## src/hw/rtl/prqs_pkg.sv

```systemverilog
// Types, codes and helpers for the priority ready queue scheduler.
`timescale 1ns / 1ps
`default_nettype none

package prqs_pkg;

   // Default sizes
   localparam int NUM_TASKS_DEF      = 8;
   localparam int NUM_PRIORITIES_DEF = 8;
   localparam int MAX_PRIORITIES     = 32;
   localparam int MAX_PW             = $clog2(MAX_PRIORITIES);

   // Command codes
   typedef enum logic [1:0] {
      FUNC_MAKE_READY = 2'd0,
      FUNC_SCHEDULE   = 2'd1,
      FUNC_REMOVE     = 2'd2,
      FUNC_BLOCK      = 2'd3
   } func_type;

   // Result status codes
   localparam logic [1:0] RES_OK        = 2'd0;
   localparam logic [1:0] RES_NOT_FOUND = 2'd1;
   localparam logic [1:0] RES_NO_SWITCH = 2'd2;
   localparam logic [1:0] RES_QUEUED    = 2'd3;

   // Task state codes held in the task table
   localparam logic [1:0] TS_IDLE    = 2'd0;
   localparam logic [1:0] TS_READY   = 2'd2;
   localparam logic [1:0] TS_RUNNING = 2'd3;

   // Shared unit operations
   typedef enum logic [1:0] {
      ALU_INC = 2'd0,
      ALU_DEC = 2'd1,
      ALU_CMP = 2'd2
   } alu_op_type;

   typedef struct packed {
      logic eq;
      logic le;
   } alu_flags_type;

   // Highest set bit of the ready bitmap, zero when empty
   function automatic logic [MAX_PW-1:0] top_of(input logic [MAX_PRIORITIES-1:0] map);
      logic [MAX_PW-1:0] idx;
      idx = '0;
      for (int p = 0; p < MAX_PRIORITIES; p++) begin
         if (map[p]) idx = MAX_PW'(p);
      end
      return idx;
   endfunction

endpackage

`default_nettype wire

```

## src/hw/rtl/prqs_ram.sv

```systemverilog
// Generic single-write, single-read RAM with registered read data.
`timescale 1ns / 1ps
`default_nettype none

module prqs_ram #(
   parameter int WIDTH = 8,
   parameter int DEPTH = 8
) (
   input  wire logic                     clock,
   input  wire logic                     we,
   input  wire logic [$clog2(DEPTH)-1:0] waddr,
   input  wire logic [WIDTH-1:0]         wdata,
   input  wire logic [$clog2(DEPTH)-1:0] raddr,
   output logic      [WIDTH-1:0]         rdata
);

   logic [WIDTH-1:0] mem_ff [DEPTH];
   logic [WIDTH-1:0] rdata_ff;

   // Write port and registered read (old data on collision)
   always_ff @(posedge clock) begin
      if (we) mem_ff[waddr] <= wdata;
      rdata_ff <= mem_ff[raddr];
   end

   assign rdata = rdata_ff;

endmodule

`default_nettype wire

```

## src/hw/rtl/prqs_alu.sv

```systemverilog
// Shared increment, decrement and compare unit of the scheduler sequencer.
`timescale 1ns / 1ps
`default_nettype none

module prqs_alu
   import prqs_pkg::*;
#(
   parameter int W = 4
) (
   input  wire alu_op_type    op,
   input  wire logic [W-1:0]  a,
   input  wire logic [W-1:0]  b,
   output logic      [W-1:0]  res,
   output alu_flags_type      flags
);

   // Arithmetic result
   always_comb begin
      unique case (op)
         ALU_INC: res = a + W'(1);
         ALU_DEC: res = a - W'(1);
         ALU_CMP: res = a;
         default: res = '0;
      endcase
   end

   // Compare flags
   assign flags.eq = (a == b);
   assign flags.le = (a <= b);

endmodule

`default_nettype wire

```

## src/hw/rtl/priority_ready_queue_scheduler_unit.sv

```systemverilog
// Top level of the fixed-priority ready queue scheduler.
`timescale 1ns / 1ps
`default_nettype none

// Fixed-priority task scheduler with one FIFO ready queue per priority level
// and a bitmap of non-empty queues. One request is handled at a time; req_stall
// is high from acceptance until the result is loaded into the output register,
// which holds it while rsp_stall is high so the next request can be taken.
// A result still waiting in the output register holds the next result back.
// The queue links live in a memory with registered read and are walked one
// link per cycle; one shared increment/compare unit serves every count update
// and the priority and task compares of schedule and remove.
module priority_ready_queue_scheduler_unit
   import prqs_pkg::*;
#(
   parameter int NUM_TASKS      = NUM_TASKS_DEF,
   parameter int NUM_PRIORITIES = NUM_PRIORITIES_DEF
) (
   input  wire logic       clock,
   input  wire logic       reset,
   input  wire logic       req_valid,
   output logic            req_stall,
   input  wire logic [1:0] req_func,
   input  wire logic [2:0] req_task_id,
   input  wire logic [2:0] req_priority_req,
   output logic            rsp_valid,
   input  wire logic       rsp_stall,
   output logic      [1:0] rsp_status,
   output logic            rsp_switched,
   output logic      [2:0] rsp_next_task,
   output logic      [2:0] rsp_prev_task,
   output logic      [2:0] rsp_top_priority,
   output logic            rsp_any_ready
);

   localparam int TW  = $clog2(NUM_TASKS);
   localparam int PW  = $clog2(NUM_PRIORITIES);
   localparam int CW  = $clog2(NUM_TASKS + 1);
   localparam int AW0 = (TW > PW) ? TW : PW;
   localparam int AW  = (AW0 > CW) ? AW0 : CW;
   localparam int IW  = 2 + PW;

   // Sequencer states
   typedef enum logic [13:0] {
      S_IDLE        = 14'h0001,
      S_MR_CHECK    = 14'h0002,
      S_APPEND      = 14'h0004,
      S_APPEND_LINK = 14'h0008,
      S_SC_CHECK    = 14'h0010,
      S_SC_HEAD     = 14'h0020,
      S_POP         = 14'h0040,
      S_SW_NEW      = 14'h0080,
      S_RM_CHECK    = 14'h0100,
      S_RM_HEAD     = 14'h0200,
      S_RM_WALK     = 14'h0400,
      S_RM_FIX      = 14'h0800,
      S_RM_COUNT    = 14'h1000,
      S_DONE        = 14'h2000
   } state_type;

   state_type state_ff, state_in;

   // Request context
   func_type        func_ff, func_in;
   logic [TW-1:0]   tid_ff, tid_in;
   logic            oor_ff, oor_in;
   logic [PW-1:0]   preq_ff, preq_in;
   logic [TW-1:0]   prev_ff, prev_in;
   logic [1:0]      res_ff, res_in;
   logic            sw_ff, sw_in;

   // Running task
   logic [TW-1:0]   running_ff, running_in;
   logic [PW-1:0]   run_prio_ff, run_prio_in;
   logic            run_blocked_ff, run_blocked_in;

   // Working registers
   logic [PW-1:0]   qp_ff, qp_in;
   logic [TW-1:0]   app_ff, app_in;
   logic [TW-1:0]   cur_ff, cur_in;

   // Queue descriptors
   logic [TW-1:0]   head_ff  [NUM_PRIORITIES];
   logic [TW-1:0]   head_in  [NUM_PRIORITIES];
   logic [TW-1:0]   tail_ff  [NUM_PRIORITIES];
   logic [TW-1:0]   tail_in  [NUM_PRIORITIES];
   logic [CW-1:0]   count_ff [NUM_PRIORITIES];
   logic [CW-1:0]   count_in [NUM_PRIORITIES];
   logic [NUM_PRIORITIES-1:0] bitmap_ff, bitmap_in;

   // Task table valid bits and read address
   logic [NUM_TASKS-1:0] info_valid_ff, info_valid_in;
   logic [TW-1:0]   info_ra_ff, info_ra_in;

   // Output register
   logic            rsp_valid_ff, rsp_valid_in;
   logic [1:0]      rsp_status_ff, rsp_status_in;
   logic            rsp_switched_ff, rsp_switched_in;
   logic [2:0]      rsp_next_ff, rsp_next_in;
   logic [2:0]      rsp_prev_ff, rsp_prev_in;
   logic [2:0]      rsp_top_ff, rsp_top_in;
   logic            rsp_any_ff, rsp_any_in;

   // Memory ports
   logic            link_we;
   logic [TW-1:0]   link_waddr, link_wdata, link_raddr, link_rdata;
   logic            info_we;
   logic [TW-1:0]   info_waddr;
   logic [IW-1:0]   info_wdata, info_rdata, info_rd;
   logic [1:0]      info_stat;
   logic [PW-1:0]   info_prio;

   // Shared unit
   alu_op_type      alu_op;
   logic [AW-1:0]   alu_a, alu_b, alu_res;
   alu_flags_type   alu_flags;

   logic [PW-1:0]   top_now;
   logic            rsp_free;

   // Queue links
   prqs_ram #(.WIDTH(TW), .DEPTH(NUM_TASKS)) u_link_ram (
      .clock (clock),
      .we    (link_we),
      .waddr (link_waddr),
      .wdata (link_wdata),
      .raddr (link_raddr),
      .rdata (link_rdata)
   );

   // Task state and priority, read at the request's task
   prqs_ram #(.WIDTH(IW), .DEPTH(NUM_TASKS)) u_info_ram (
      .clock (clock),
      .we    (info_we),
      .waddr (info_waddr),
      .wdata (info_wdata),
      .raddr (TW'(req_task_id)),
      .rdata (info_rdata)
   );

   prqs_alu #(.W(AW)) u_alu (
      .op    (alu_op),
      .a     (alu_a),
      .b     (alu_b),
      .res   (alu_res),
      .flags (alu_flags)
   );

   // Unwritten table entries read as their reset value
   always_comb begin
      if (info_valid_ff[info_ra_ff]) begin
         info_rd = info_rdata;
      end else begin
         info_rd = {((info_ra_ff == TW'(0)) ? TS_RUNNING : TS_IDLE), PW'(0)};
      end
   end
   assign info_stat = info_rd[IW-1 -: 2];
   assign info_prio = info_rd[PW-1:0];

   assign top_now    = PW'(top_of(MAX_PRIORITIES'(bitmap_ff)));
   assign rsp_free   = !rsp_valid_ff || !rsp_stall;
   assign req_stall  = (state_ff != S_IDLE);
   assign link_raddr = (state_ff == S_RM_WALK) ? link_rdata : head_ff[qp_ff];

   // Sequencer
   always_comb begin
      state_in        = state_ff;
      func_in         = func_ff;
      tid_in          = tid_ff;
      oor_in          = oor_ff;
      preq_in         = preq_ff;
      prev_in         = prev_ff;
      res_in          = res_ff;
      sw_in           = sw_ff;
      running_in      = running_ff;
      run_prio_in     = run_prio_ff;
      run_blocked_in  = run_blocked_ff;
      qp_in           = qp_ff;
      app_in          = app_ff;
      cur_in          = cur_ff;
      head_in         = head_ff;
      tail_in         = tail_ff;
      count_in        = count_ff;
      bitmap_in       = bitmap_ff;
      info_valid_in   = info_valid_ff;
      info_ra_in      = info_ra_ff;
      rsp_valid_in    = rsp_valid_ff && rsp_stall;
      rsp_status_in   = rsp_status_ff;
      rsp_switched_in = rsp_switched_ff;
      rsp_next_in     = rsp_next_ff;
      rsp_prev_in     = rsp_prev_ff;
      rsp_top_in      = rsp_top_ff;
      rsp_any_in      = rsp_any_ff;
      link_we         = 1'b0;
      link_waddr      = app_ff;
      link_wdata      = TW'(0);
      info_we         = 1'b0;
      info_waddr      = tid_ff;
      info_wdata      = {TS_READY, preq_ff};
      alu_op          = ALU_CMP;
      alu_a           = AW'(0);
      alu_b           = AW'(0);

      unique case (state_ff)
         S_IDLE: begin
            if (req_valid) begin
               func_in    = func_type'(req_func);
               tid_in     = TW'(req_task_id);
               oor_in     = (int'(req_task_id) >= NUM_TASKS);
               preq_in    = (int'(req_priority_req) >= NUM_PRIORITIES) ?
                            PW'(NUM_PRIORITIES - 1) : PW'(req_priority_req);
               prev_in    = running_ff;
               res_in     = RES_OK;
               sw_in      = 1'b0;
               info_ra_in = TW'(req_task_id);
               unique case (func_type'(req_func))
                  FUNC_MAKE_READY: state_in = S_MR_CHECK;
                  FUNC_SCHEDULE:   state_in = S_SC_CHECK;
                  FUNC_REMOVE:     state_in = S_RM_CHECK;
                  FUNC_BLOCK: begin
                     run_blocked_in = 1'b1;
                     state_in       = S_DONE;
                  end
                  default:         state_in = S_DONE;
               endcase
            end
         end

         // Make ready: reject bad, queued or running tasks
         S_MR_CHECK: begin
            priority if (oor_ff) begin
               res_in   = RES_NOT_FOUND;
               state_in = S_DONE;
            end else if (info_stat == TS_READY || tid_ff == running_ff) begin
               res_in   = RES_QUEUED;
               state_in = S_DONE;
            end else begin
               info_we    = 1'b1;
               info_waddr = tid_ff;
               info_wdata = {TS_READY, preq_ff};
               qp_in      = preq_ff;
               app_in     = tid_ff;
               state_in   = S_APPEND;
            end
         end

         // Append at the tail of queue qp
         S_APPEND: begin
            alu_op            = ALU_INC;
            alu_a             = AW'(count_ff[qp_ff]);
            count_in[qp_ff]   = CW'(alu_res);
            tail_in[qp_ff]    = app_ff;
            bitmap_in[qp_ff]  = 1'b1;
            link_we           = 1'b1;
            link_waddr        = app_ff;
            link_wdata        = TW'(0);
            if (count_ff[qp_ff] == CW'(0)) begin
               head_in[qp_ff] = app_ff;
               state_in       = (func_ff == FUNC_SCHEDULE) ? S_SW_NEW : S_DONE;
            end else begin
               cur_in   = tail_ff[qp_ff];
               state_in = S_APPEND_LINK;
            end
         end

         // Link the old tail to the new one
         S_APPEND_LINK: begin
            link_we    = 1'b1;
            link_waddr = cur_ff;
            link_wdata = app_ff;
            state_in   = (func_ff == FUNC_SCHEDULE) ? S_SW_NEW : S_DONE;
         end

         // Schedule: compare top level against the running priority
         S_SC_CHECK: begin
            alu_op = ALU_CMP;
            alu_a  = AW'(run_prio_ff);
            alu_b  = AW'(top_now);
            if (bitmap_ff == '0 || !alu_flags.le) begin
               res_in   = RES_NO_SWITCH;
               state_in = S_DONE;
            end else begin
               qp_in    = top_now;
               state_in = S_SC_HEAD;
            end
         end

         // Head link read in flight
         S_SC_HEAD: begin
            state_in = S_POP;
         end

         // Pop the head of queue qp
         S_POP: begin
            alu_op          = ALU_DEC;
            alu_a           = AW'(count_ff[qp_ff]);
            count_in[qp_ff] = CW'(alu_res);
            head_in[qp_ff]  = link_rdata;
            if (CW'(alu_res) == CW'(0)) bitmap_in[qp_ff] = 1'b0;
            if (func_ff == FUNC_REMOVE) begin
               state_in = S_DONE;
            end else begin
               running_in     = head_ff[qp_ff];
               run_prio_in    = qp_ff;
               run_blocked_in = 1'b0;
               sw_in          = 1'b1;
               if (!run_blocked_ff) begin
                  info_we    = 1'b1;
                  info_waddr = running_ff;
                  info_wdata = {TS_READY, run_prio_ff};
                  qp_in      = run_prio_ff;
                  app_in     = running_ff;
                  state_in   = S_APPEND;
               end else begin
                  state_in   = S_SW_NEW;
               end
            end
         end

         // Mark the new running task
         S_SW_NEW: begin
            info_we    = 1'b1;
            info_waddr = running_ff;
            info_wdata = {TS_RUNNING, run_prio_ff};
            state_in   = S_DONE;
         end

         // Remove: task must be waiting in a queue
         S_RM_CHECK: begin
            if (oor_ff || info_stat != TS_READY) begin
               res_in   = RES_NOT_FOUND;
               state_in = S_DONE;
            end else begin
               info_we    = 1'b1;
               info_waddr = tid_ff;
               info_wdata = {TS_IDLE, info_prio};
               qp_in      = info_prio;
               state_in   = S_RM_HEAD;
            end
         end

         // Head match means a plain pop
         S_RM_HEAD: begin
            alu_op = ALU_CMP;
            alu_a  = AW'(head_ff[qp_ff]);
            alu_b  = AW'(tid_ff);
            if (alu_flags.eq) begin
               state_in = S_POP;
            end else begin
               cur_in   = head_ff[qp_ff];
               state_in = S_RM_WALK;
            end
         end

         // One link per cycle until the successor is the task
         S_RM_WALK: begin
            alu_op = ALU_CMP;
            alu_a  = AW'(link_rdata);
            alu_b  = AW'(tid_ff);
            if (alu_flags.eq) begin
               state_in = S_RM_FIX;
            end else begin
               cur_in = link_rdata;
            end
         end

         // Bridge over the task, pull back the tail if needed
         S_RM_FIX: begin
            link_we    = 1'b1;
            link_waddr = cur_ff;
            link_wdata = link_rdata;
            alu_op     = ALU_CMP;
            alu_a      = AW'(tail_ff[qp_ff]);
            alu_b      = AW'(tid_ff);
            if (alu_flags.eq) tail_in[qp_ff] = cur_ff;
            state_in   = S_RM_COUNT;
         end

         S_RM_COUNT: begin
            alu_op          = ALU_DEC;
            alu_a           = AW'(count_ff[qp_ff]);
            count_in[qp_ff] = CW'(alu_res);
            state_in        = S_DONE;
         end

         // Load the result once the output register is free
         S_DONE: begin
            if (rsp_free) begin
               rsp_valid_in    = 1'b1;
               rsp_status_in   = res_ff;
               rsp_switched_in = sw_ff;
               rsp_next_in     = 3'(running_ff);
               rsp_prev_in     = 3'(prev_ff);
               rsp_top_in      = 3'(top_now);
               rsp_any_in      = (bitmap_ff != '0);
               state_in        = S_IDLE;
            end
         end

         default: state_in = S_IDLE;
      endcase

      if (info_we) info_valid_in[info_waddr] = 1'b1;
   end

   // Control state
   always_ff @(posedge clock) begin
      if (reset) begin
         state_ff       <= S_IDLE;
         running_ff     <= TW'(0);
         run_prio_ff    <= PW'(0);
         run_blocked_ff <= 1'b0;
         bitmap_ff      <= '0;
         info_valid_ff  <= '0;
         rsp_valid_ff   <= 1'b0;
         for (int p = 0; p < NUM_PRIORITIES; p++) count_ff[p] <= CW'(0);
      end else begin
         state_ff       <= state_in;
         running_ff     <= running_in;
         run_prio_ff    <= run_prio_in;
         run_blocked_ff <= run_blocked_in;
         bitmap_ff      <= bitmap_in;
         info_valid_ff  <= info_valid_in;
         rsp_valid_ff   <= rsp_valid_in;
         count_ff       <= count_in;
      end
   end

   // Payload and working registers
   always_ff @(posedge clock) begin
      func_ff         <= func_in;
      tid_ff          <= tid_in;
      oor_ff          <= oor_in;
      preq_ff         <= preq_in;
      prev_ff         <= prev_in;
      res_ff          <= res_in;
      sw_ff           <= sw_in;
      qp_ff           <= qp_in;
      app_ff          <= app_in;
      cur_ff          <= cur_in;
      head_ff         <= head_in;
      tail_ff         <= tail_in;
      info_ra_ff      <= info_ra_in;
      rsp_status_ff   <= rsp_status_in;
      rsp_switched_ff <= rsp_switched_in;
      rsp_next_ff     <= rsp_next_in;
      rsp_prev_ff     <= rsp_prev_in;
      rsp_top_ff      <= rsp_top_in;
      rsp_any_ff      <= rsp_any_in;
   end

   assign rsp_valid        = rsp_valid_ff;
   assign rsp_status       = rsp_status_ff;
   assign rsp_switched     = rsp_switched_ff;
   assign rsp_next_task    = rsp_next_ff;
   assign rsp_prev_task    = rsp_prev_ff;
   assign rsp_top_priority = rsp_top_ff;
   assign rsp_any_ready    = rsp_any_ff;

endmodule

`default_nettype wire

```

## config.mk

```make
export PLATFORM = sky130hd
export DESIGN_NAME = priority_ready_queue_scheduler_unit
export DESIGN_NICKNAME = d
export VERILOG_FILES = /design/src/hw/rtl/prqs_pkg.sv /design/src/hw/rtl/prqs_ram.sv /design/src/hw/rtl/prqs_alu.sv /design/src/hw/rtl/priority_ready_queue_scheduler_unit.sv
export SDC_FILE = /design/constraint.sdc
export NUM_CORES = 1
export LEC_CHECK = 0
export ABC_AREA = 0
export BUFFER_PORTS_ARGS = -buffer_cell sky130_fd_sc_hd__buf_2
export CORE_MARGIN = 2
export CORE_UTILIZATION = 55
export DETAILED_ROUTE_END_ITERATION = 7
export GPL_ROUTABILITY_DRIVEN = 0
export GPL_TIMING_DRIVEN = 0
export HOLD_SLACK_MARGIN = 0.08
export PLACE_DENSITY = 0.72
export SYNTH_ARGS = -nofsm -noshare
export SYNTH_HDL_FRONTEND = slang
export SYNTH_SLANG_ARGS = --single-unit
```

## constraint.sdc

```tcl
create_clock -name clock -period 5.5 [get_ports clock]
set_clock_uncertainty 0.15 [all_clocks]
set_input_delay 0.275 -clock clock [delete_from_list [all_inputs] [get_ports clock]]
set_output_delay 0.275 -clock clock [all_outputs]
set_load 0.005 [all_outputs]
```

==> run metrics, run 1 <==
Main synth FF type=edfxtp_1; syn nets=around 950; Simple-Gate Fraction of Synth Area=0.176; Slew headroom=0.0646; final slew viol count=0; Final Cycle Share=0.953; PortBufs=26; RSZ-0062 raised after global routing=no; Area Overhead vs Synth=13.6%; largest family of logic cells by synthesized area=simple AND/OR/NAND/NOR gates; Max clock buf depth=3; routed vias=roughly 7,900; Setup TNS=0 ns; Clock transition at path regs=roughly 0.06 ns; Crit path arrival time=between 5 and 6 ns; CP startpoint=qp_ff[2]$_DFFE_PP_; CP startpoint kind=flip-flop; Synth cell types=between 70 and 80; VDD IR max=approximately 0.25 mV; P_int=3.13 mW; H-tree depth=1; min cycle time layout=5.24 ns; sequential element share of the synthesized area=0.567; CTS Sinks=226; HPWL reported at the end of detailed placement=between 15,000 and 20,000 um; Num CTS Buffers=24; most frequent cells in the layout=nor2_1, edfxtp_1, dfxtp_1, nand2_1, mux2i_1; WP data required=between 5 and 6 ns; post-place setup slack=approximately 0.22 ns; initial antenna violation count=0; total core area=roughly 0.019 mm^2; routed wire length=approximately 27,000 um; Post-Syn Area=about 0.011 mm^2; pin count of the biggest net entering global routing=15; nets@finish=just over 1,000; R2R Setup Slk=~0.26 ns; vias in the first global route=7,783; endpoints failing hold=0; DR WL/cell=21.9 um; HP Class=flip-flop to flip-flop; Clk Latency, worst-skew pair=between 0.5 and 0.6 ns; Synth Area in XOR/XNOR=0.00981; Logic pwr share=0.091; Post-synth EDFFs=around 150; die span in x=around 140 um; critical path class=flip-flop to flip-flop; sw frac=0.228; TritonRoute pass-1 iters=5; crit path max fanout=10; mux cell area share after synthesis=0.0991; final setup margin=0.259 ns; Routed Antenna Nets=0; gr usage total=0.270; Seq cells post-synth=226; row cnt=50; DRC=0; mean post-synth cell area=around 11 um^2; layout cells sized above 1=0.145; ANT cells=0; P_sw=approximately 930 uW; Final setup viols=0; TritonCTS clock tree=built; leading cell type in the layout, fill and taps excluded=nor2_1; reg2reg path depth=16; Post-Synth Adder-Cell Area=0.00780; I/O Pins=27; Reg-to-Reg Start=qp_ff[2]$_DFFE_PP_; slew at the pin closest to its max-slew limit=around 1.4 ns; initial DRC count=1,002; LEAKAGE=4.29 nW; pwr dens=roughly 340 mW/mm^2; Vias/cell=between 6 and 7; FMAX=between 150 and 200 MHz; Async S/R FF share, synth=0; first-pass GRT wire length=between 40,000 and 50,000 um; Yosys warnings=0; run status=complete, no violations; Die Footprint=approximately 0.020 mm^2; compound-cell area share of the yosys netlist=0.111; Initial Utilization=0.564; share of total power in sequential cells=0.462; Worst Setup End Kind=flip-flop; Mapped Cells=~930; Clock power frac=0.447; Root Buffer=clkbuf_16; number of max-cap violations=0; gr ovfl total=0; Die Ht=about 140 um
==> synth_stat cells, types with 8 or more instances <==
cell	count	area, um^2
a31oi_1	8	50.1
mux2i_1	37	370
nand2_1	63	236
a211oi_1	16	120
a21oi_1	37	185
dfxtp_1	78	1560
nor4_1	16	100
a22oi_1	14	105
a41oi_1	8	70.1
o21ai_0	12	60.1
o21ba_2	8	80.1
mux2_2	15	169
edfxtp_1	148	4440
clkbuf_1	33	124
nand3_1	15	75.1
nor2_1	170	638
nor2b_1	8	50.1
or3_1	8	50.1
o31ai_1	11	82.6
mux4_2	22	495
inv_1	20	75.1
nor3_1	24	120
nand3b_1	10	75.1
==> how the worst min path moves through the flow <==
stage,start,to,slack [ns],cells past startpoint
6_report,prev_ff[1]$_DFFE_PP_,rsp_prev_task[1]$_DFFE_PP_,0.27,0
5_1_grt,res_ff[0]$_SDFFCE_PN0P_,rsp_status[0]$_DFFE_PP_,0.28,0
4_1_cts,res_ff[0]$_SDFFCE_PN0P_,rsp_status[0]$_DFFE_PP_,0.28,0
3_5_place_dp,res_ff[1]$_SDFFCE_PN0P_,rsp_status[1]$_DFFE_PP_,0.26,0
3_3_place_gp,sw_ff$_DFFE_PP_,rsp_switched$_DFFE_PP_,0.25,0
2_1_floorplan,req_func[1],state_ff[4]$_SDFFE_PP0P_,0.20,1
==> flip-flops by register name, indices dropped and copies added, names as in the netlist, 5 cells and up, named ones only <==
signal,count
tail_ff,24
u_info_ram.mem_ff,40
count_ff,32
u_info_ram.rdata,5
state_ff,14
u_link_ram.mem_ff,24
info_valid_ff,8
head_ff,24
==> metrics by stage <==
stage / area [um^2] / total power, mW / hold WS [ns] / cells / utilization
after floorplan: 10600 / 2.15 / 0.196 / 931 / -
after CTS: 12000 / 4.06 / 0.278 / 1245 / 0.640
final: 12000 / 4.06 / 0.273 / 1245 / 0.641
after global routing: 12000 / 4.16 / 0.281 / 1245 / 0.641
after detailed placement: 11000 / 2.26 / 0.257 / 1191 / 0.587
after global placement: 11000 / 2.26 / 0.251 / 1191 / 0.587
==> logic make-up after synthesis <==
kind of cell,Yosys count
AOI/OAI and AO/OA,164
xor gates and xnor gates,11
adders and majority gates,6
buffers and inverters,72
DFF,226
muxes,75
and+or+nand+nor,377
==> final cells by class <==
cell class              count  area, um^2
repair buffers             37         240
plain buffers              50         228
flip-flops and latches    226        6010
multi-input cells         633        4280
well taps                 234         293
inverters                  22        82.6
clock buffers              30         674
fillers                  1477        6750
clock inverters            13         220
==> routing by layer <==
metal / track usage / routed length, um
met2: 0.428 / 12300
met1: 0.377 / 11800
met3: 0.0466 / 2160
met5: 0 / 0
met4: 0.0959 / 937
==> critical path, cell delays in order (launching register included) <==
cell and delay [ns]:
edfxtp_1 0.48, buf_1 0.52, clkbuf_1 0.52, mux2i_1 0.20, nand2_1 0.09, o311ai_0 0.13, a21oi_1 0.52, a22o_1 0.25
or2_2 0.15, inv_1 0.06, fa_1 0.54, buf_1 0.36, inv_1 0.10, nor3_1 0.28, o21a_1 0.35, a41oi_1 0.17
a211oi_1 0.28
==> what timing repair did <==
action                                 4_1_cts  5_1_grt
setup endpoints to repair                    0       10
buffers inserted                             0        0
resized for setup                            0        2
hold buffers                                11        0
endpoints found under the hold margin       22        0
==> power by group through the flow <==
stage | Clock, mW | Combinational [mW] | Sequential (mW)
after floorplan | 0 | 0.252 | 1.90
after global placement | 0 | 0.349 | 1.91
after detailed placement | 0 | 0.354 | 1.91
after CTS | 1.83 | 0.362 | 1.87
after global routing | 1.89 | 0.400 | 1.88
final | 1.81 | 0.371 | 1.87
No activity file was read; power rests on OpenSTA's default activity.
==> run 2: changes to the inputs <==
--- a/config.mk
+++ b/config.mk
@@ -5,15 +5,15 @@
 export SDC_FILE = /design/constraint.sdc
 export NUM_CORES = 1
 export LEC_CHECK = 0
-export ABC_AREA = 0
-export BUFFER_PORTS_ARGS = -buffer_cell sky130_fd_sc_hd__buf_2
+export ABC_AREA = 1
 export CORE_MARGIN = 2
 export CORE_UTILIZATION = 55
 export DETAILED_ROUTE_END_ITERATION = 7
+export DONT_BUFFER_PORTS = 1
 export GPL_ROUTABILITY_DRIVEN = 0
 export GPL_TIMING_DRIVEN = 0
 export HOLD_SLACK_MARGIN = 0.08
-export PLACE_DENSITY = 0.72
+export PLACE_DENSITY = 0.7
 export SYNTH_ARGS = -nofsm -noshare
 export SYNTH_HDL_FRONTEND = slang
 export SYNTH_SLANG_ARGS = --single-unit
==> run metrics, run 2 <==
run status=complete, no violations; VDD IR max=between 0.2 and 0.3 mV; Root Buffer=clkbuf_16; Final Cycle Share=0.911; hold_sp=req_task_id[0]; Routed Antenna Nets=0; Mapped Cells=1,218; ANT cells=0; HPWL reported at the end of detailed placement=around 20,000 um; LEAKAGE=about 4.7 nW; Post-Syn Area=roughly 0.011 mm^2; Final setup viols=0; Post-DP Area=roughly 0.011 mm^2; share of total power in sequential cells=0.504; Initial Utilization=0.564; Die Footprint=around 0.021 mm^2; pwr dens=313 mW/mm^2; pin count of the biggest net entering global routing=15; Yosys warnings=0; initial DRC count=728; commonest cells in the synthesized netlist=nand2_1, nor2_1, edfxtp_1; critical path class=flip-flop to flip-flop; endpoints failing hold=0; CP startpoint kind=flip-flop; DRC=0; TritonCTS clock tree=built; Largest regs=u_info_ram.mem_ff x40, count_ff x32; final hold slack=0.166 ns; Reg-to-Reg Start=qp_ff[2]$_DFFE_PP_; max layer used=met4; Synth cell types=50; post-synth top area cell=edfxtp_1; die span in x=roughly 140 um; Synth top area share=0.417; Max clock buf depth=3; RSZ-0062 raised after global routing=no; final slew viol count=0; gr usage total=0.274; area of the multi-input gates=between 0.003 and 0.004 mm^2; Util after Layout=0.628; final instance area=between 0.01 and 0.015 mm^2; H-tree depth=1; DR WL/cell=~18 um; TritonRoute pass-1 iters=5; Slew headroom=0.233; total core area=between 0.015 and 0.02 mm^2; sw frac=0.238; Seq cells post-synth=about 230; gr ovfl total=0; Biggest register=u_info_ram.mem_ff; syn nets=approximately 1,200; WP data required=between 5 and 6 ns; slew at the pin closest to its max-slew limit=approximately 1.1 ns; first-pass GRT wire length=43,500 um; post-layout power=about 3.7 mW; Clk Latency, worst-skew pair=0.52 ns; leading cell type in the layout, fill and taps excluded=nand2_1; Worst Setup End Kind=flip-flop; R2R Setup Slk=0.49 ns; Async S/R FF share, synth=0; routed wire length=~28,000 um; most frequent cells in the layout=nand2_1, nor2_1, edfxtp_1, inv_1, dfxtp_1; r2r endpoint=state_ff[1]$_SDFFE_PP0P_; Crit path arrival time=5.32 ns; met1 WL=12,100 um; Num CTS Buffers=24; row cnt=50; Reg area=around 0.006 mm^2; Clock transition at path regs=0.06 ns; nets@finish=between 1,000 and 1,500; P_int=2.83 mW; HP Class=input port to flip-flop; fillers=1,642; Clock power frac=0.419; reg2reg path depth=20; metal2 WL=around 13,000 um; mean post-synth cell area=8.75 um^2; layout cells sized above 1=0.0651; Hold Crit Depth=4; Post-synth EDFFs=approximately 150; CTS Sinks=226; wire length on met3=roughly 1900 um; max reg flops=40; FMAX=approximately 200 MHz; crit path max fanout=7; PortBufs=0; routed vias=around 8,800; initial antenna violation count=0; Setup TNS=0 ns; most frequent cell after synthesis=nand2_1; number of max-cap violations=0; P_sw=between 800 and 900 uW; Vias/cell=5.72; sequential element share of the synthesized area=0.563; vias in the first global route=8,192; Area Overhead vs Synth=11.3%; main area contributors after synthesis=edfxtp_1, dfxtp_1, nand2_1; Main synth FF type=edfxtp_1; I/O Pins=27; Logic pwr share=0.077; Worst Hold End=u_info_ram.rdata[3]$_DFF_P_; min cycle time layout=5.01 ns; Die Ht=143 um
[run 2: cell count changes after synthesis, moves of 22 or more]
| cell | delta |
|---|---|
| mux2i_1 | -37 |
| o31ai_1 | +37 |
| inv_1 | +102 |
| a21oi_1 | +34 |
| nand3_1 | +46 |
| mux4_2 | -22 |
| o21ai_0 | +49 |
| nand2_1 | +220 |
[run 2: metrics by stage]
| step | worst slack [ns] | instances |
|---|---|---|
| after CTS | 0.668 | 1534 |
| after global routing | 0.303 | 1534 |
| after floorplan | 2.28 | 1218 |
| after global placement | 1.04 | 1478 |
| final | 0.490 | 1534 |
| after detailed placement | 0.996 | 1478 |
[run 2: cells by family (layout without fill, tap and decap cells)]
group,Yosys count,count (layout),synth area share
DFF,226,226,0.563
buffers and inverters,188,244,0.0694
xor gates and xnor gates,2,2,0.00164
adders and majority gates,6,6,0.00774
and+or+nand+nor,549,549,0.216
AOI/OAI and AO/OA,247,247,0.142
[run 2: how the worst max path moves through the flow]
| stage | startpoint | to | slack (ns) | cells after the start |
|---|---|---|---|---|
| 2_1_floorplan | qp_ff[1]$_DFFE_PP_ | flip-flop | 2.28 | 22 |
| 3_3_place_gp | qp_ff[1]$_DFFE_PP_ | flip-flop | 1.04 | 21 |
| 3_5_place_dp | qp_ff[1]$_DFFE_PP_ | flip-flop | 1.0 | 21 |
| 4_1_cts | qp_ff[1]$_DFFE_PP_ | state_ff[1]$_SDFFE_PP0P_ | 0.67 | 21 |
| 5_1_grt | qp_ff[2]$_DFFE_PP_ | state_ff[1]$_SDFFE_PP0P_ | 0.30 | 20 |
| 6_report | qp_ff[2]$_DFFE_PP_ | state_ff[1]$_SDFFE_PP0P_ | 0.49 | 20 |
[run 2: area by class of cell]
cell class,instances,share of cell area
multi-input cells,804,0.330
inverters,141,0.0446
plain buffers,47,0.0177
well taps,260,0.0274
repair buffers,12,0.0101
flip-flops and latches,226,0.506
clock inverters,14,0.00780
clock buffers,30,0.0560
[run 2: worst max-delay path: stages, from the launching register on]
cell	delay, ns
edfxtp_1	0.53
inv_1	0.26
nand2_1	0.11
nor2_1	0.49
inv_1	0.28
o22ai_1	0.21
nor2_1	0.08
o211ai_1	0.20
o22ai_1	0.12
inv_1	0.11
o2111ai_1	0.15
ha_1	0.35
nand3_1	0.09
a21oi_1	0.40
inv_1	0.11
nand2_1	0.14
nand3_1	0.11
a21oi_1	0.23
nand2_1	0.10
nor3_1	0.16
dlygate4sd3_1	0.58
[run 2: timing repair]
item | CTS | global route
buffers inserted | 0 | 0
hold buffers | 12 | 0
endpoints found under the hold margin | 32 | 0
gates resized for setup | 0 | 0
[run 2: power by group through the flow]
stage	registers [mW]	clock network [mW]	logic (mW)
2_1_floorplan	1.90	0	0.197
3_3_place_gp	1.91	0	0.268
3_5_place_dp	1.91	0	0.269
4_1_cts	1.87	1.57	0.281
5_1_grt	1.88	1.64	0.316
6_report	1.87	1.56	0.286
[run 2: layer usage]
metal,vias to the layer above,track usage
met4,0,0.0888
met3,57,0.0389
met1,4162,0.388
met5,-,0
met2,346,0.440
li1,4216,-
==> run 3: changes to the inputs <==
--- a/config.mk
+++ b/config.mk
@@ -6,14 +6,16 @@
 export NUM_CORES = 1
 export LEC_CHECK = 0
 export ABC_AREA = 1
+export CELL_PAD_IN_SITES_DETAIL_PLACEMENT = 0
+export CELL_PAD_IN_SITES_GLOBAL_PLACEMENT = 2
 export CORE_MARGIN = 2
-export CORE_UTILIZATION = 55
+export CORE_UTILIZATION = 40
 export DETAILED_ROUTE_END_ITERATION = 7
 export DONT_BUFFER_PORTS = 1
 export GPL_ROUTABILITY_DRIVEN = 0
 export GPL_TIMING_DRIVEN = 0
 export HOLD_SLACK_MARGIN = 0.08
-export PLACE_DENSITY = 0.7
+export PLACE_DENSITY_LB_ADDON = 0.1
 export SYNTH_ARGS = -nofsm -noshare
 export SYNTH_HDL_FRONTEND = slang
 export SYNTH_SLANG_ARGS = --single-unit
==> run metrics, run 3 (synthesis gave the netlist of run 2 again) <==
TritonCTS clock tree=built; Inst Count DP=approximately 1,600; H-tree depth=1; CP startpoint=qp_ff[1]$_DFFE_PP_; total core area=~0.026 mm^2; Crit path buffers/inverters=6; Slew headroom=0.190; gr usage total=0.220; Final setup viols=0; TritonRoute pass-1 iters=8; Crit path arrival time=around 5.4 ns; routed wire length=between 30,000 and 40,000 um; Worst Setup End Kind=flip-flop; most frequent cells in the layout=nand2_1, nor2_1, edfxtp_1, inv_1, dfxtp_1; pin count of the biggest net entering global routing=14; area of the multi-input gates=roughly 0.0039 mm^2; PortBufs=0; ANT cells=0; vias in the first global route=8,256; Final Cycle Share=0.929; fillers=2,586; HP Class=input port to flip-flop; slowest library cell on the worst path=dlygate4sd3_1; post-place setup slack=between 0.6 and 0.7 ns; RSZ-0062 raised after global routing=no; final cell count without fillers=around 1,600; Setup TNS=0 ns; CP startpoint kind=flip-flop; Die Ht=167 um; Largest regs=u_info_ram.mem_ff x40, count_ff x32; CP cell instances=buf_2 -> inv_2 -> nand2_1 -> nor2_2 -> inv_1 -> o22ai_1 -> nor2_1 -> o211ai_1 -> o22ai_1 -> inv_1 -> o2111ai_1 -> ha_1 -> nand3_1 -> a21oi_2 -> inv_1 -> nand2_1 -> nand3_1 -> a21oi_1 -> nand2_1 -> nor3_1 -> dlygate4sd3_1; Root Buffer=clkbuf_16; routed vias=about 8,400; leading cell type in the layout, fill and taps excluded=nand2_1; Routed Antenna Nets=0; Biggest register=u_info_ram.mem_ff; hold_sp=req_valid; VDD IR max=a little over 0.2 mV; Vias/cell=between 5 and 6; critical path class=flip-flop to flip-flop; DR WL/cell=approximately 19 um; endpoints failing hold=0; I/O Pins=27; Die Footprint=about 0.028 mm^2; DRC=4; run status=finished, violations left; Num CTS Buffers=26; die span in x=between 150 and 200 um; initial DRC count=708; gr ovfl total=0; row cnt=roughly 60; initial antenna violation count=0; failing checks=design-rule violations; slew at the pin closest to its max-slew limit=approximately 1.2 ns; number of max-cap violations=0; final hold slack=about 0.096 ns; final slew viol count=0; min cycle time layout=roughly 5 ns; FMAX=196 MHz; Reg-to-Reg Start=qp_ff[1]$_DFFE_PP_; CP delay by family, top=compound AO/OA/AOI/OAI gates; HPWL reported at the end of detailed placement=between 20,000 and 25,000 um; LEAKAGE=about 4.7 nW; final setup margin=~0.39 ns; layout cells sized above 1=0.0688; first-pass GRT wire length=roughly 48,000 um; WP data required=between 5 and 6 ns; crit-path max cell delay=0.56 ns; max reg flops=40; Initial Utilization=0.408; Max clock buf depth=3; nets@finish=approximately 1,300; Clk Latency, worst-skew pair=~0.53 ns; Reg area=between 0.006 and 0.007 mm^2; Area Overhead vs Synth=13.0%; crit path max fanout=9; CTS Sinks=226; pwr dens=roughly 320 mW/mm^2; Clock transition at path regs=~0.060 ns
==> run 3: repair_timing <==
action / 4_1_cts / 5_1_grt
hold buffers: 13 / 0
endpoints found under the setup margin: 0 / 1
resized for setup: 0 / 3
buffers inserted: 0 / 0
hold endpoints to repair: 23 / 0
==> run 3: where the power goes <==
group	leakage, nW	total, mW	switching (mW)	internal [mW]
Clock	0.403	1.67	0.686	0.983
Sequential	2.06	1.87	0.0230	1.85
Combinational	2.27	0.300	0.218	0.0822
Total	4.73	3.84	0.927	2.91
==> run 3: cell type report <==
cell class                 instances  area share
sequential                       226       0.498
multi-input combinational        804       0.326
clock buffer                      36      0.0614
inverter                         141      0.0439
tap                              335      0.0348
buffer                            47      0.0174
timing repair buffer              13      0.0108
clock inverter                    12     0.00737
==> run 3: metal layers <==
| layer | GRT usage | routed length [um] | vias to the layer above |
|---|---|---|---|
| met5 | 0 | 0 | - |
| met4 | 0.0571 | 690 | 0 |
| met3 | 0.0277 | 1280 | 48 |
| met2 | 0.360 | 13900 | 195 |
| met1 | 0.310 | 14500 | 3966 |
| li1 | - | - | 4217 |
==> run 3: worst reg2reg max path, delay by kind of cell (launching register included) <==
kind	cells	cell delay, ns
buffers and inverters	6	1.41
and+or+nand+nor	8	1.19
DFF	1	0.35
adders and majority gates	1	0.37
AOI/OAI and AO/OA	6	1.56
==> run 3: path summary, 6_finish.rpt <==
kind,end,slack (ns),cells after the start
hold / removal,info_ra_ff[1]$_DFFE_PP_,0.1,2
hold reg to reg,rsp_switched$_DFFE_PP_,0.27,0
setup / recovery,state_ff[1]$_SDFFE_PP0P_,0.39,21
setup reg to reg,state_ff[1]$_SDFFE_PP0P_,0.39,21
==> run 3: metrics by stage <==
stage,cell area [um^2],total power [mW],utilization
final,12000,3.84,0.461
after global routing,12000,3.98,0.461
after CTS,12000,3.87,0.461
after detailed placement,11100,2.20,0.424
after global placement,11100,2.20,0.424
after floorplan,10700,2.10,-
